## src/rtl/pfa_pkg.sv

```systemverilog
// ----------------------------------------------------------------------------
// pfa_pkg
// Types, codes and sizes shared by the Pareto archive core and its cells.
// ----------------------------------------------------------------------------
package pfa_pkg;

	localparam int CAPACITY = 32;
	localparam int CountW   = $clog2(CAPACITY + 1);
	localparam int IdxW     = $clog2(CAPACITY);

	localparam logic [2:0] STS_ACCEPTED   = 3'd0;
	localparam logic [2:0] STS_DOMINATED  = 3'd1;
	localparam logic [2:0] STS_DUPLICATE  = 3'd2;
	localparam logic [2:0] STS_FULL       = 3'd3;
	localparam logic [2:0] STS_DUMP_ENTRY = 3'd4;
	localparam logic [2:0] STS_DUMP_EMPTY = 3'd5;

	localparam logic CMD_INSERT = 1'b0;
	localparam logic CMD_DUMP   = 1'b1;

	typedef struct packed {
		logic signed [31:0] ret;
		logic [30:0]        risk;
	} pfa_point_t;

	typedef struct packed {
		logic       valid;
		pfa_point_t pt;
	} pfa_slot_t;

	// compare results a cell reports, plus the evict ripple chain and gt flag it passes up
	typedef struct packed {
		logic dom;       // held entry dominates the candidate
		logic dup;       // held entry equals the candidate
		logic evict;     // this cell or one below it is evicting
		logic gt;        // held entry sorts after the candidate, or slot empty
	} pfa_flags_t;

	typedef enum logic [1:0] {
		OP_HOLD,
		OP_EVICT,
		OP_PLACE,
		OP_ROTATE
	} pfa_op_t;

	typedef enum logic [2:0] {
		ST_IDLE,
		ST_CHECK,
		ST_EVICT,
		ST_PLACE,
		ST_DUMP
	} pfa_state_t;

endpackage

```

## src/rtl/pfa_cell.sv

```systemverilog
// ----------------------------------------------------------------------------
// pfa_cell
// One archive slot: compares its entry with the candidate and moves data
// to or from its neighbors on evict, place and dump rotation.
// ----------------------------------------------------------------------------
module pfa_cell (
	input  logic               clk,
	input  logic               arst_n,
	input  pfa_pkg::pfa_op_t   op,
	input  pfa_pkg::pfa_point_t cand,
	input  pfa_pkg::pfa_slot_t below,
	input  pfa_pkg::pfa_slot_t above,
	input  pfa_pkg::pfa_point_t head,
	input  logic               evict_in,
	input  logic               gt_in,
	output pfa_pkg::pfa_slot_t slot,
	output pfa_pkg::pfa_flags_t flags
);

	pfa_pkg::pfa_slot_t slot_q;
	pfa_pkg::pfa_slot_t slot_d;
	logic own_evict;
	logic own_gt;

	always_comb begin
		flags.dom = slot_q.valid && (slot_q.pt.ret >= cand.ret) && (slot_q.pt.risk <= cand.risk)
			&& ((slot_q.pt.ret > cand.ret) || (slot_q.pt.risk < cand.risk));
		flags.dup = slot_q.valid && (slot_q.pt.ret == cand.ret) && (slot_q.pt.risk == cand.risk);
		own_evict = slot_q.valid && (cand.ret >= slot_q.pt.ret) && (cand.risk <= slot_q.pt.risk)
			&& ((cand.ret > slot_q.pt.ret) || (cand.risk < slot_q.pt.risk));
		own_gt = !slot_q.valid || (slot_q.pt.ret > cand.ret)
			|| ((slot_q.pt.ret == cand.ret) && (slot_q.pt.risk > cand.risk));
		flags.evict = evict_in || own_evict;
		flags.gt    = own_gt;

		slot_d = slot_q;
		unique case (op)
			pfa_pkg::OP_HOLD: begin
			end
			pfa_pkg::OP_EVICT: begin
				// close the gap: everything from the lowest evicted slot moves down
				if (evict_in || own_evict) begin
					slot_d = above;
				end
			end
			pfa_pkg::OP_PLACE: begin
				if (gt_in) begin
					slot_d = below;
				end else if (own_gt) begin
					slot_d.valid = 1'b1;
					slot_d.pt    = cand;
				end
			end
			pfa_pkg::OP_ROTATE: begin
				// wrap the head entry into the topmost valid slot
				if (above.valid) begin
					slot_d.pt = above.pt;
				end else begin
					slot_d.pt = head;
				end
			end
		endcase
	end

	always_ff @(posedge clk or negedge arst_n) begin
		if (!arst_n) begin
			slot_q <= '0;
		end else begin
			slot_q <= slot_d;
		end
	end

	assign slot = slot_q;

endmodule

```

## config.mk

```make
export PLATFORM = sky130hd
export DESIGN_NAME = pfa_cell
export DESIGN_NICKNAME = d
export VERILOG_FILES = /design/src/rtl/pfa_pkg.sv /design/src/rtl/pfa_cell.sv
export SDC_FILE = /design/constraint.sdc
export NUM_CORES = 1
export LEC_CHECK = 0
export BUFFER_PORTS_ARGS = -buffer_cell sky130_fd_sc_hd__buf_2
export CORE_AREA = 2 2 126 128
export DETAILED_ROUTE_END_ITERATION = 10
export DIE_AREA = 0 0 128 130
export GPL_TIMING_DRIVEN = 0
export PLACE_DENSITY = 0.84
export SYNTH_ARGS = -nofsm -noshare
export SYNTH_HDL_FRONTEND = slang
export SYNTH_SLANG_ARGS = --single-unit
```

## constraint.sdc

```tcl
create_clock -name clk -period 5 [get_ports clk]
set_input_delay 0.75 -clock clk [delete_from_list [all_inputs] [get_ports clk]]
set_output_delay 0.75 -clock clk [all_outputs]
set_load 0.01 [all_outputs]
```

==> results of run 1 <==
[placed cells by master, fill, tap and decap left out, types with 2 or more instances in the layout]
master / n
a211oi_1: 5
a21oi_1: 84
a221oi_1: 2
buf_1: 5
buf_12: 6
buf_2: 323
buf_4: 2
clkbuf_1: 46
clkbuf_16: 9
clkinv_2: 4
dfrtp_1: 64
diode_2: 4
ha_1: 63
inv_1: 67
mux2_2: 5
mux2_4: 58
mux2i_1: 2
nand2_1: 80
nand3_1: 8
nand3b_1: 2
nand4_1: 12
nor2_1: 8
nor3_1: 3
o2111ai_1: 2
o211ai_1: 5
o21a_1: 2
o21ai_0: 70
o221ai_1: 2
o22ai_1: 126
o31ai_1: 2
or4_1: 4
[cells in the mapped netlist (3+ instances only)]
library cell | n | share of area
nand4_1 | 12 | 0.012
nand3_1 | 8 | 0.0064
mux2_2 | 5 | 0.0089
inv_1 | 67 | 0.040
o22ai_1 | 126 | 0.13
mux2_4 | 58 | 0.14
nand2_1 | 80 | 0.048
dfrtp_1 | 64 | 0.25
o211ai_1 | 5 | 0.0060
buf_1 | 5 | 0.0030
ha_1 | 63 | 0.13
a211oi_1 | 5 | 0.0060
a21oi_1 | 84 | 0.067
buf_12 | 6 | 0.019
o21ai_0 | 70 | 0.056
clkbuf_1 | 45 | 0.027
nor3_1 | 3 | 0.0024
or4_1 | 4 | 0.0048
nor2_1 | 8 | 0.0048
[worst max-delay path: cells and delay by family]
| kind | cells | cell delay [ns] |
|---|---|---|
| compound gates | 2 | 0.70 |
| fa+ha+maj | 1 | 0.33 |
| buf+inv | 4 | 0.47 |
| mux | 1 | 0.31 |
| simple gates | 4 | 1.74 |
[cell type report]
| type | count | area (sq um) |
|---|---|---|
| Multi-Input combinational cell | 562 | 4130 |
| Inverter | 69 | 260 |
| Fill cell | 1437 | 6960 |
| Buffer | 57 | 315 |
| Timing Repair Buffer | 324 | 1620 |
| Clock inverter | 4 | 45.0 |
| Antenna cell | 4 | 10.0 |
| Tap cell | 192 | 240 |
| Sequential cell | 64 | 1600 |
| Clock buffer | 11 | 243 |
[layer usage]
metal	wire, um	vias up	part of all wire	GRT usage
li1	-	3488	-	-
met1	9850	3381	0.41	0.330
met2	11700	415	0.48	0.495
met3	1960	58	0.081	0.0644
met4	796	0	0.033	0.126
met5	0	-	0	0
[how the worst max path moves through the flow]
stage | start | to | slack (ns) | cells after the start
floorplan | cand[45] | slot[10] | 1.10 | 11
global placement | cand[62] | slot[6] | 0.48 | 12
detailed placement | cand[62] | slot[50] | 0.52 | 12
CTS | cand[62] | slot[59] | 0.87 | 12
global route | cand[62] | slot[48] | 0.74 | 12
finish | cand[45] | slot[19] | 0.92 | 12
[power by group]
| group | total, mW | switching (mW) | leakage [nW] | internal, mW |
|---|---|---|---|---|
| registers | 0.749 | 0.110 | 0.734 | 0.639 |
| clock network | 0.642 | 0.247 | 0.145 | 0.395 |
| logic | 1.18 | 0.591 | 3.41 | 0.590 |
| total | 2.57 | 0.949 | 4.29 | 1.62 |
[cell families (layout without fill, tap and decap cells)]
kind of cell	after synthesis	count (layout)	share of synthesized area
buffers and inverters	126	465	0.0913
muxes	65	65	0.150
adders and majority gates	63	63	0.125
other	0	4	0
and+or+nand+nor	127	127	0.0937
DFF	64	64	0.254
AOI/OAI and AO/OA	307	307	0.286
==> impl_metrics.json, run 1 <==
{
  "setup_viol": 0,
  "vdd_ir_drop_max_uv": 183,
  "grt_pass1_wl_um": 36300,
  "max_cap_viol_count": 0,
  "nNetsFinal": 1410,
  "coreArea_sq_um": 15400,
  "synth_area_sq_um": 6300,
  "ys_seq_area_frac": 0.254,
  "start_util": 0.409,
  "antenna_found_initial": 4,
  "rr_endpoint": "slot[19]",
  "grt_max_degree": 65,
  "ys_ff_latch": 64,
  "vias_per_cell": 5.70,
  "cts_max_level": 3,
  "cts_max_path_buffers": 2,
  "synth.distinct_cells": 46,
  "synth_edf_count": 0,
  "dp_cells": 1268,
  "grt_pass1_vias": 7054,
  "cts_resized": 0,
  "num_rows": 46,
  "critical_path_class": "input port to flop",
  "worst_slack_ns": 0.916,
  "routedWlPerCell_um": 18.9,
  "fmax_mhz": 245,
  "postSynthCellCount": 752,
  "min_path_type": "input port to async pin",
  "final_area_sq_um": 8470,
  "fin_hold_ws_ns": 0.537,
  "dr.pass1.iters": 5,
  "cts_tree": "built",
  "largest_reg_flops": 64,
  "synth.avg_cell_area_sq_um": 8.38,
  "postLayoutCoreUtil": 0.549,
  "cts.sinks": 64,
  "worstPathRequired_ns": 5.22,
  "overflow": 0,
  "power_density_nw_per_um2": 304,
  "cts_buffers": 9,
  "synth_fp_nets": 1075,
  "worstPathCellList": "buf_2 > inv_1 > ha_1 > nand4_1 > or4_1 > or3_4 > clkinv_2 > a31oi_2 > or4b_4 > a32oi_4 > buf_12 > mux2_4",
  "cts_setup_buffers": 0,
  "cpPeakStageDelay_ns": 0.65,
  "wl_um": 24300,
  "ys.flop_type": "dfrtp_1",
  "die_w_um": 128,
  "clock-root-buffer": "clkbuf_16",
  "yosysWarnings": 0,
  "place_ws_ns": 0.517,
  "io_buffers": 324,
  "ant_nets": 0,
  "reg2reg_depth": 10,
  "cts.reportedPaths.clkPinSlew_ns": 0.06,
  "async_reset_ff_frac": 1.00,
  "drc": 0,
  "crit_path_end_kind": "flop",
  "drt_iter0_drc": 368,
  "io-pin-count": 328,
  "power_leakage_nw": 4.29,
  "dieArea_sq_um": 16600,
  "slowest_stage": "a32oi_4",
  "syn2layout_area_growth_pct": 34.3,
  "cts_hold_buf": 0,
  "outcome": "completed",
  "drive_above_1_share": 0.383,
  "rsz0062_at_grt": "no",
  "max_slew_margin": 0.402,
  "final.period_utilization": 0.817,
  "tightest_slew_ns": 0.896,
  "fin_skew_ns": 0.00835,
  "worstSetupStartpointType": "input port",
  "gp_congestion": 0.902,
  "power_mw": 2.57,
  "finalSetupTns_ns": 0,
  "die_h_um": 130,
  "dp_hpwl_um": 19100,
  "r2r_slack_ns": 1.08,
  "critPathArrivalTime_ns": 4.30,
  "vias": 7342,
  "final_hold_viol_count": 0,
  "worstSkewPairLatency_ns": 0.34,
  "fin_crit_ns": 4.08,
  "stdcell_count": 1287,
  "grt.total_usage": 0.282,
  "path_max_fanout": 10,
  "placed_area_sq_um": 8170,
  "timing.rr.start": "slot[62]",
  "drv_slew": 0
}
Power figures use the tool's default switching activity.
==> run 2, diff against run 1 <==
PLACE_DENSITY = 0.87   (was 0.84)
clock period = 3.6 ns   (was 5 ns; I/O delays follow)
==> run 2 against run 1 <==
Global-route usage increased by 0.43 points. Clock-buffer cell count increased by 1. Register-to-register slack got worse by 1.0 ns. Non-clock buffer count increased by 8. Cell count increased by 0.47%. Clock skew decreased by 0.0020 ns. Worst hold slack got worse by 0.22 ns. Sequential share of layout area decreased by 0.71 points. Sequential power increased by 42%. Flip-flop and latch count unchanged. Via count increased by 1.7%. Clock power increased by 44%. Critical endpoint is now slot[11]. Largest power group unchanged.
==> impl_metrics.json, run 2 (synthesis gave the netlist of run 1 again) <==
{
  "p_sw_mw": 1.36,
  "p_seq_frac": 0.285,
  "drc": 0,
  "routedWlPerCell_um": 19.1,
  "cts.sinks": 64,
  "gp_congestion": 0.890,
  "tightest_slew_ns": 0.890,
  "swShare": 0.367,
  "drive_above_1_share": 0.413,
  "cts_buffers": 9,
  "cts_max_level": 3,
  "dp_hpwl_um": 19400,
  "path_max_fanout": 10,
  "io_buffers": 324,
  "cp.depth": 11,
  "max_slew_margin": 0.406,
  "largest_reg_flops": 64,
  "power_mw": 3.72,
  "timing.rr.start": "slot[48]",
  "final_cell_mix": "buf_2 (323), o22ai_1 (126), a21oi_1 (83)",
  "die_w_um": 128,
  "fin_crit_ns": 3.52,
  "endpoint": "slot[11]",
  "io-pin-count": 328,
  "r2r_slack_ns": 0.08,
  "grt_pass1_vias": 7173,
  "critical_path_class": "flop to flop",
  "slowest_stage": "or4_4",
  "worstSkewPairLatency_ns": 0.34,
  "coreArea_sq_um": 15400,
  "cpPeakStageDelay_ns": 0.57,
  "vias": 7468,
  "syn2layout_area_growth_pct": 39.5,
  "vdd_ir_drop_max_uv": 205,
  "grt_max_degree": 65,
  "reg2reg_depth": 11,
  "p_comb_frac": 0.466,
  "critPathBufInv": 3,
  "worstSetupStartpointType": "flop",
  "nNetsFinal": 1418,
  "final_hold_viol_count": 0,
  "worstPathRequired_ns": 3.82,
  "die_h_um": 130,
  "clock-root-buffer": "clkbuf_16",
  "rr_endpoint": "slot[11]",
  "critPathMostFrequentCell": "buf_12",
  "setup_viol": 0,
  "p_int_mw": 2.36,
  "fin_hold_ws_ns": 0.316,
  "crit_path_end_kind": "flop",
  "fmax_mhz": 284,
  "power_density_nw_per_um2": 423,
  "outcome": "completed",
  "wl_um": 24800,
  "cts_max_path_buffers": 2,
  "fillers": 1434,
  "worstPathCellList": "ha_1 > nand4_1 > or4_4 > or3_4 > clkinv_4 > a31oi_4 > or4b_4 > a32oi_4 > buf_12 > buf_12 > mux2_4",
  "drv_slew": 0,
  "start_util": 0.409,
  "cts.reportedPaths.clkPinSlew_ns": 0.06,
  "overflow": 0,
  "critPathArrivalTime_ns": 3.74,
  "max_cap_viol_count": 0,
  "dr.pass1.iters": 6,
  "grt.total_usage": 0.286,
  "grt_pass1_wl_um": 36600,
  "power_leakage_nw": 4.35,
  "final_area_sq_um": 8790,
  "min_path_type": "input port to async pin",
  "placed_area_sq_um": 8340,
  "crit_family": "simple AND/OR/NAND/NOR gates",
  "power_frac_clock": 0.249,
  "num_rows": 46,
  "crit_start": "slot[48]",
  "vias_per_cell": 5.78,
  "ant_nets": 0,
  "drt_iter0_drc": 391,
  "cts_tree": "built",
  "fin_skew_ns": 0.00634,
  "final.period_utilization": 0.977,
  "antenna_found_initial": 2,
  "layout_commonest_cell": "buf_2",
  "dieArea_sq_um": 16600
}
==> run 2: layout make-up <==
type,instances,area [sq um],area share
tap,192,240,0.0273
clock buffer,12,267,0.0303
buffer,57,315,0.0359
antenna,2,5.00,0.000569
clock inverter,3,40.0,0.00455
multi-input combinational,562,4340,0.493
sequential,64,1600,0.182
inverter,69,289,0.0329
timing repair buffer,332,1700,0.193
==> run 2: what timing repair did <==
item / in CTS / in global routing
hold buffers: 0 / 0
resized for setup: 2 / 11
setup endpoints to repair: 64 / 59
buffers inserted: 2 / 6
pin swaps: 1 / 6
==> run 2: power groups by stage <==
stage / clock, mW / combinational, mW / sequential, mW
2_1_floorplan: 0 / 0.996 / 1.11
4_1_cts: 0.941 / 1.70 / 1.05
5_1_grt: 0.973 / 1.89 / 1.08
6_report: 0.925 / 1.73 / 1.06
3_3_place_gp: 0 / 1.63 / 1.06
3_5_place_dp: 0 / 1.68 / 1.06
==> run 2: worst reg2reg max path, cell delays in order (launching register included) <==
cell and delay [ns]:
dfrtp_1 0.41, ha_1 0.31, nand4_1 0.14, or4_4 0.57, or3_4 0.38, clkinv_4 0.07, a31oi_4 0.04, or4b_4 0.55
a32oi_4 0.26, buf_12 0.18, buf_12 0.15, mux2_4 0.31
==> run 2: worst min path at each step <==
stage	from	endpoint	slack (ns)	depth (start not counted)
global placement	slot[26]	slot[26]	0.52	1
global route	arst_n	slot[10]	0.39	1
floorplan	arst_n	slot[0]	0.24	0
CTS	arst_n	slot[7]	0.35	1
finish	arst_n	slot[7]	0.32	1
detailed placement	slot[12]	slot[12]	0.52	1
==> run 2: metal layers <==
metal  GRT usage  vias up  share of wire
met5           0        -              0
met4       0.128        0          0.033
met3      0.0521       66          0.070
met2       0.507      426           0.48
met1       0.339     3468           0.41
li1            -     3508              -
==> run 2: stage by stage <==
stage          setup TNS [ns]   util  cells  setup slack [ns]
2_1_floorplan           -2.91      -    752           -0.0503
3_3_place_gp           -40.71  0.541   1268            -0.666
3_5_place_dp           -42.25  0.541   1268            -0.695
4_1_cts                     0  0.563   1285           0.00503
5_1_grt               -0.0836  0.570   1292          -0.00959
6_report                    0  0.570   1293            0.0819
==> run 3, diff against run 2 <==
CORE_AREA = default   (was 2 2 126 128)
CORE_ASPECT_RATIO = 1.75   (was default)
CORE_MARGIN = 1.5   (was default)
CORE_UTILIZATION = 35   (was default)
DIE_AREA = default   (was 0 0 128 130)
PLACE_DENSITY = 0.75   (was 0.87)
clock period = 4.2 ns   (was 3.6 ns; I/O delays follow)
==> run 3 against run 2 <==
Power down 15%. Clock skew increased by 0.0024 ns. Largest cell class unchanged. Worst setup slack improved by 0.11 ns. Highest routed layer unchanged.
==> impl_metrics.json, run 3 (synthesis gave the netlist of run 1 again) <==
{
  "tightest_slew_ns": 0.888,
  "final.period_utilization": 0.955,
  "crit_path_end_kind": "flop",
  "path_max_fanout": 10,
  "dp_cells": 1307,
  "reg2reg_depth": 10,
  "drt_iter0_drc": 416,
  "grt_max_degree": 65,
  "critPathMostFrequentCell": "inv_1",
  "cpPeakStageDelay_ns": 0.66,
  "critPathArrivalTime_ns": 4.22,
  "grt.total_usage": 0.261,
  "cts_setup_buffers": 0,
  "power_density_nw_per_um2": 369,
  "layout_commonest_cell": "buf_2",
  "power_mw": 3.16,
  "antenna_found_initial": 2,
  "endpoint": "slot[15]",
  "fin_hold_ws_ns": 0.408,
  "ant_nets": 0,
  "worstPathCellList": "buf_2 > inv_1 > ha_1 > nand4_1 > or4_1 > nor3_1 > inv_1 > o211ai_1 > or4b_4 > a32oi_4 > buf_12 > mux2_4",
  "io_buffers": 324,
  "finalSetupTns_ns": 0,
  "coreArea_sq_um": 17500,
  "timing.rr.start": "slot[13]",
  "vias_per_cell": 5.64,
  "rsz0062_at_grt": "no",
  "cts.reportedPaths.clkPinSlew_ns": 0.06,
  "io-pin-count": 328,
  "cts_tree": "built",
  "cts_max_path_buffers": 2,
  "cp.depth": 12,
  "gp_congestion": 0.932,
  "vdd_ir_drop_max_uv": 222,
  "cts_resized": 0,
  "stdcell_count": 1324,
  "start_util": 0.359,
  "drive_above_1_share": 0.384,
  "crit_start": "cand[13]",
  "worstSkewPairLatency_ns": 0.33,
  "rr_endpoint": "slot[15]",
  "dieArea_sq_um": 18900,
  "cts_buffers": 9,
  "wl_um": 25500,
  "fin_skew_ns": 0.00878,
  "cts_max_level": 3,
  "critPathBufInv": 4,
  "routedWlPerCell_um": 19.2,
  "clock-root-buffer": "clkbuf_16",
  "drv_slew": 0,
  "r2r_slack_ns": 0.23,
  "grt_pass1_vias": 7373,
  "fmax_mhz": 249,
  "largest_reg_flops": 64,
  "syn2layout_area_growth_pct": 35.7,
  "outcome": "completed",
  "worstSetupStartpointType": "input port",
  "dp_hpwl_um": 20400,
  "min_path_type": "input port to async pin",
  "die_w_um": 104,
  "max_cap_viol_count": 0,
  "fin_crit_ns": 4.01,
  "num_rows": 64,
  "power_leakage_nw": 4.30,
  "overflow": 0,
  "postLayoutCoreUtil": 0.488,
  "cts_hold_buf": 0,
  "setup_viol": 0,
  "max_slew_margin": 0.408,
  "slowest_stage": "a32oi_4",
  "grt_pass1_wl_um": 38800,
  "worstPathRequired_ns": 4.41,
  "critical_path_class": "input port to flop",
  "die_h_um": 181,
  "cts.sinks": 64,
  "dr.pass1.iters": 5,
  "crit_family": "simple AND/OR/NAND/NOR gates",
  "drc": 0,
  "vias": 7471,
  "nNetsFinal": 1410,
  "final_hold_viol_count": 0,
  "final_cell_mix": "buf_2 (323), o22ai_1 (126), a21oi_1 (84)"
}
-- run 3: per-layer routing --
layer / up-vias / part of all wire / GRT usage / routed length [um]
met5: - / 0 / 0 / 0
met4: 0 / 0.040 / 0.118 / 1020
met3: 74 / 0.058 / 0.0380 / 1480
met1: 3498 / 0.38 / 0.290 / 9650
met2: 406 / 0.52 / 0.483 / 13300
li1: 3493 / - / - / -
-- run 3: area by class of cell --
class                           count  area [sq um]
Inverter                           69           260
Sequential cell                    64          1600
Timing Repair Buffer              324          1620
Fill cell                        1758          8980
Clock buffer                       12           256
Clock inverter                      4          76.3
Buffer                             57           315
Antenna cell                        1          2.50
Tap cell                          231           289
Multi-Input combinational cell    562          4130
-- run 3: per-stage QoR --
stage	setup WS, ns	area [sq um]
after floorplan	0.418	6300
after global placement	-0.129	8210
after detailed placement	-0.192	8220
after CTS	0.161	8550
after global routing	0.0387	8550
final	0.191	8550
-- run 3: worst reg2reg max path: cells and delay by family (launching register included) --
| family | cells | cell delay, ns |
|---|---|---|
| and+or+nand+nor | 4 | 1.66 |
| AOI/OAI and AO/OA | 2 | 0.79 |
| muxes | 1 | 0.30 |
| DFF | 1 | 0.40 |
| adders and majority gates | 1 | 0.32 |
| buffers and inverters | 2 | 0.38 |
-- run 3: how the worst min path moves through the flow --
stage | start | end | slack (ns) | cells past startpoint
2_1_floorplan | arst_n | slot[0] | 0.33 | 0
3_3_place_gp | slot[58] | slot[58] | 0.52 | 1
3_5_place_dp | slot[39] | slot[39] | 0.52 | 1
4_1_cts | arst_n | slot[58] | 0.44 | 1
5_1_grt | arst_n | slot[58] | 0.46 | 1
6_report | arst_n | slot[58] | 0.41 | 1
-- run 3: power breakdown --
part / leakage, nW / internal [mW] / total, mW / switching [mW]
combinational: 3.41 / 0.703 / 1.43 / 0.722
sequential: 0.734 / 0.760 / 0.888 / 0.128
clock: 0.159 / 0.554 / 0.844 / 0.290
total: 4.30 / 2.02 / 3.16 / 1.14
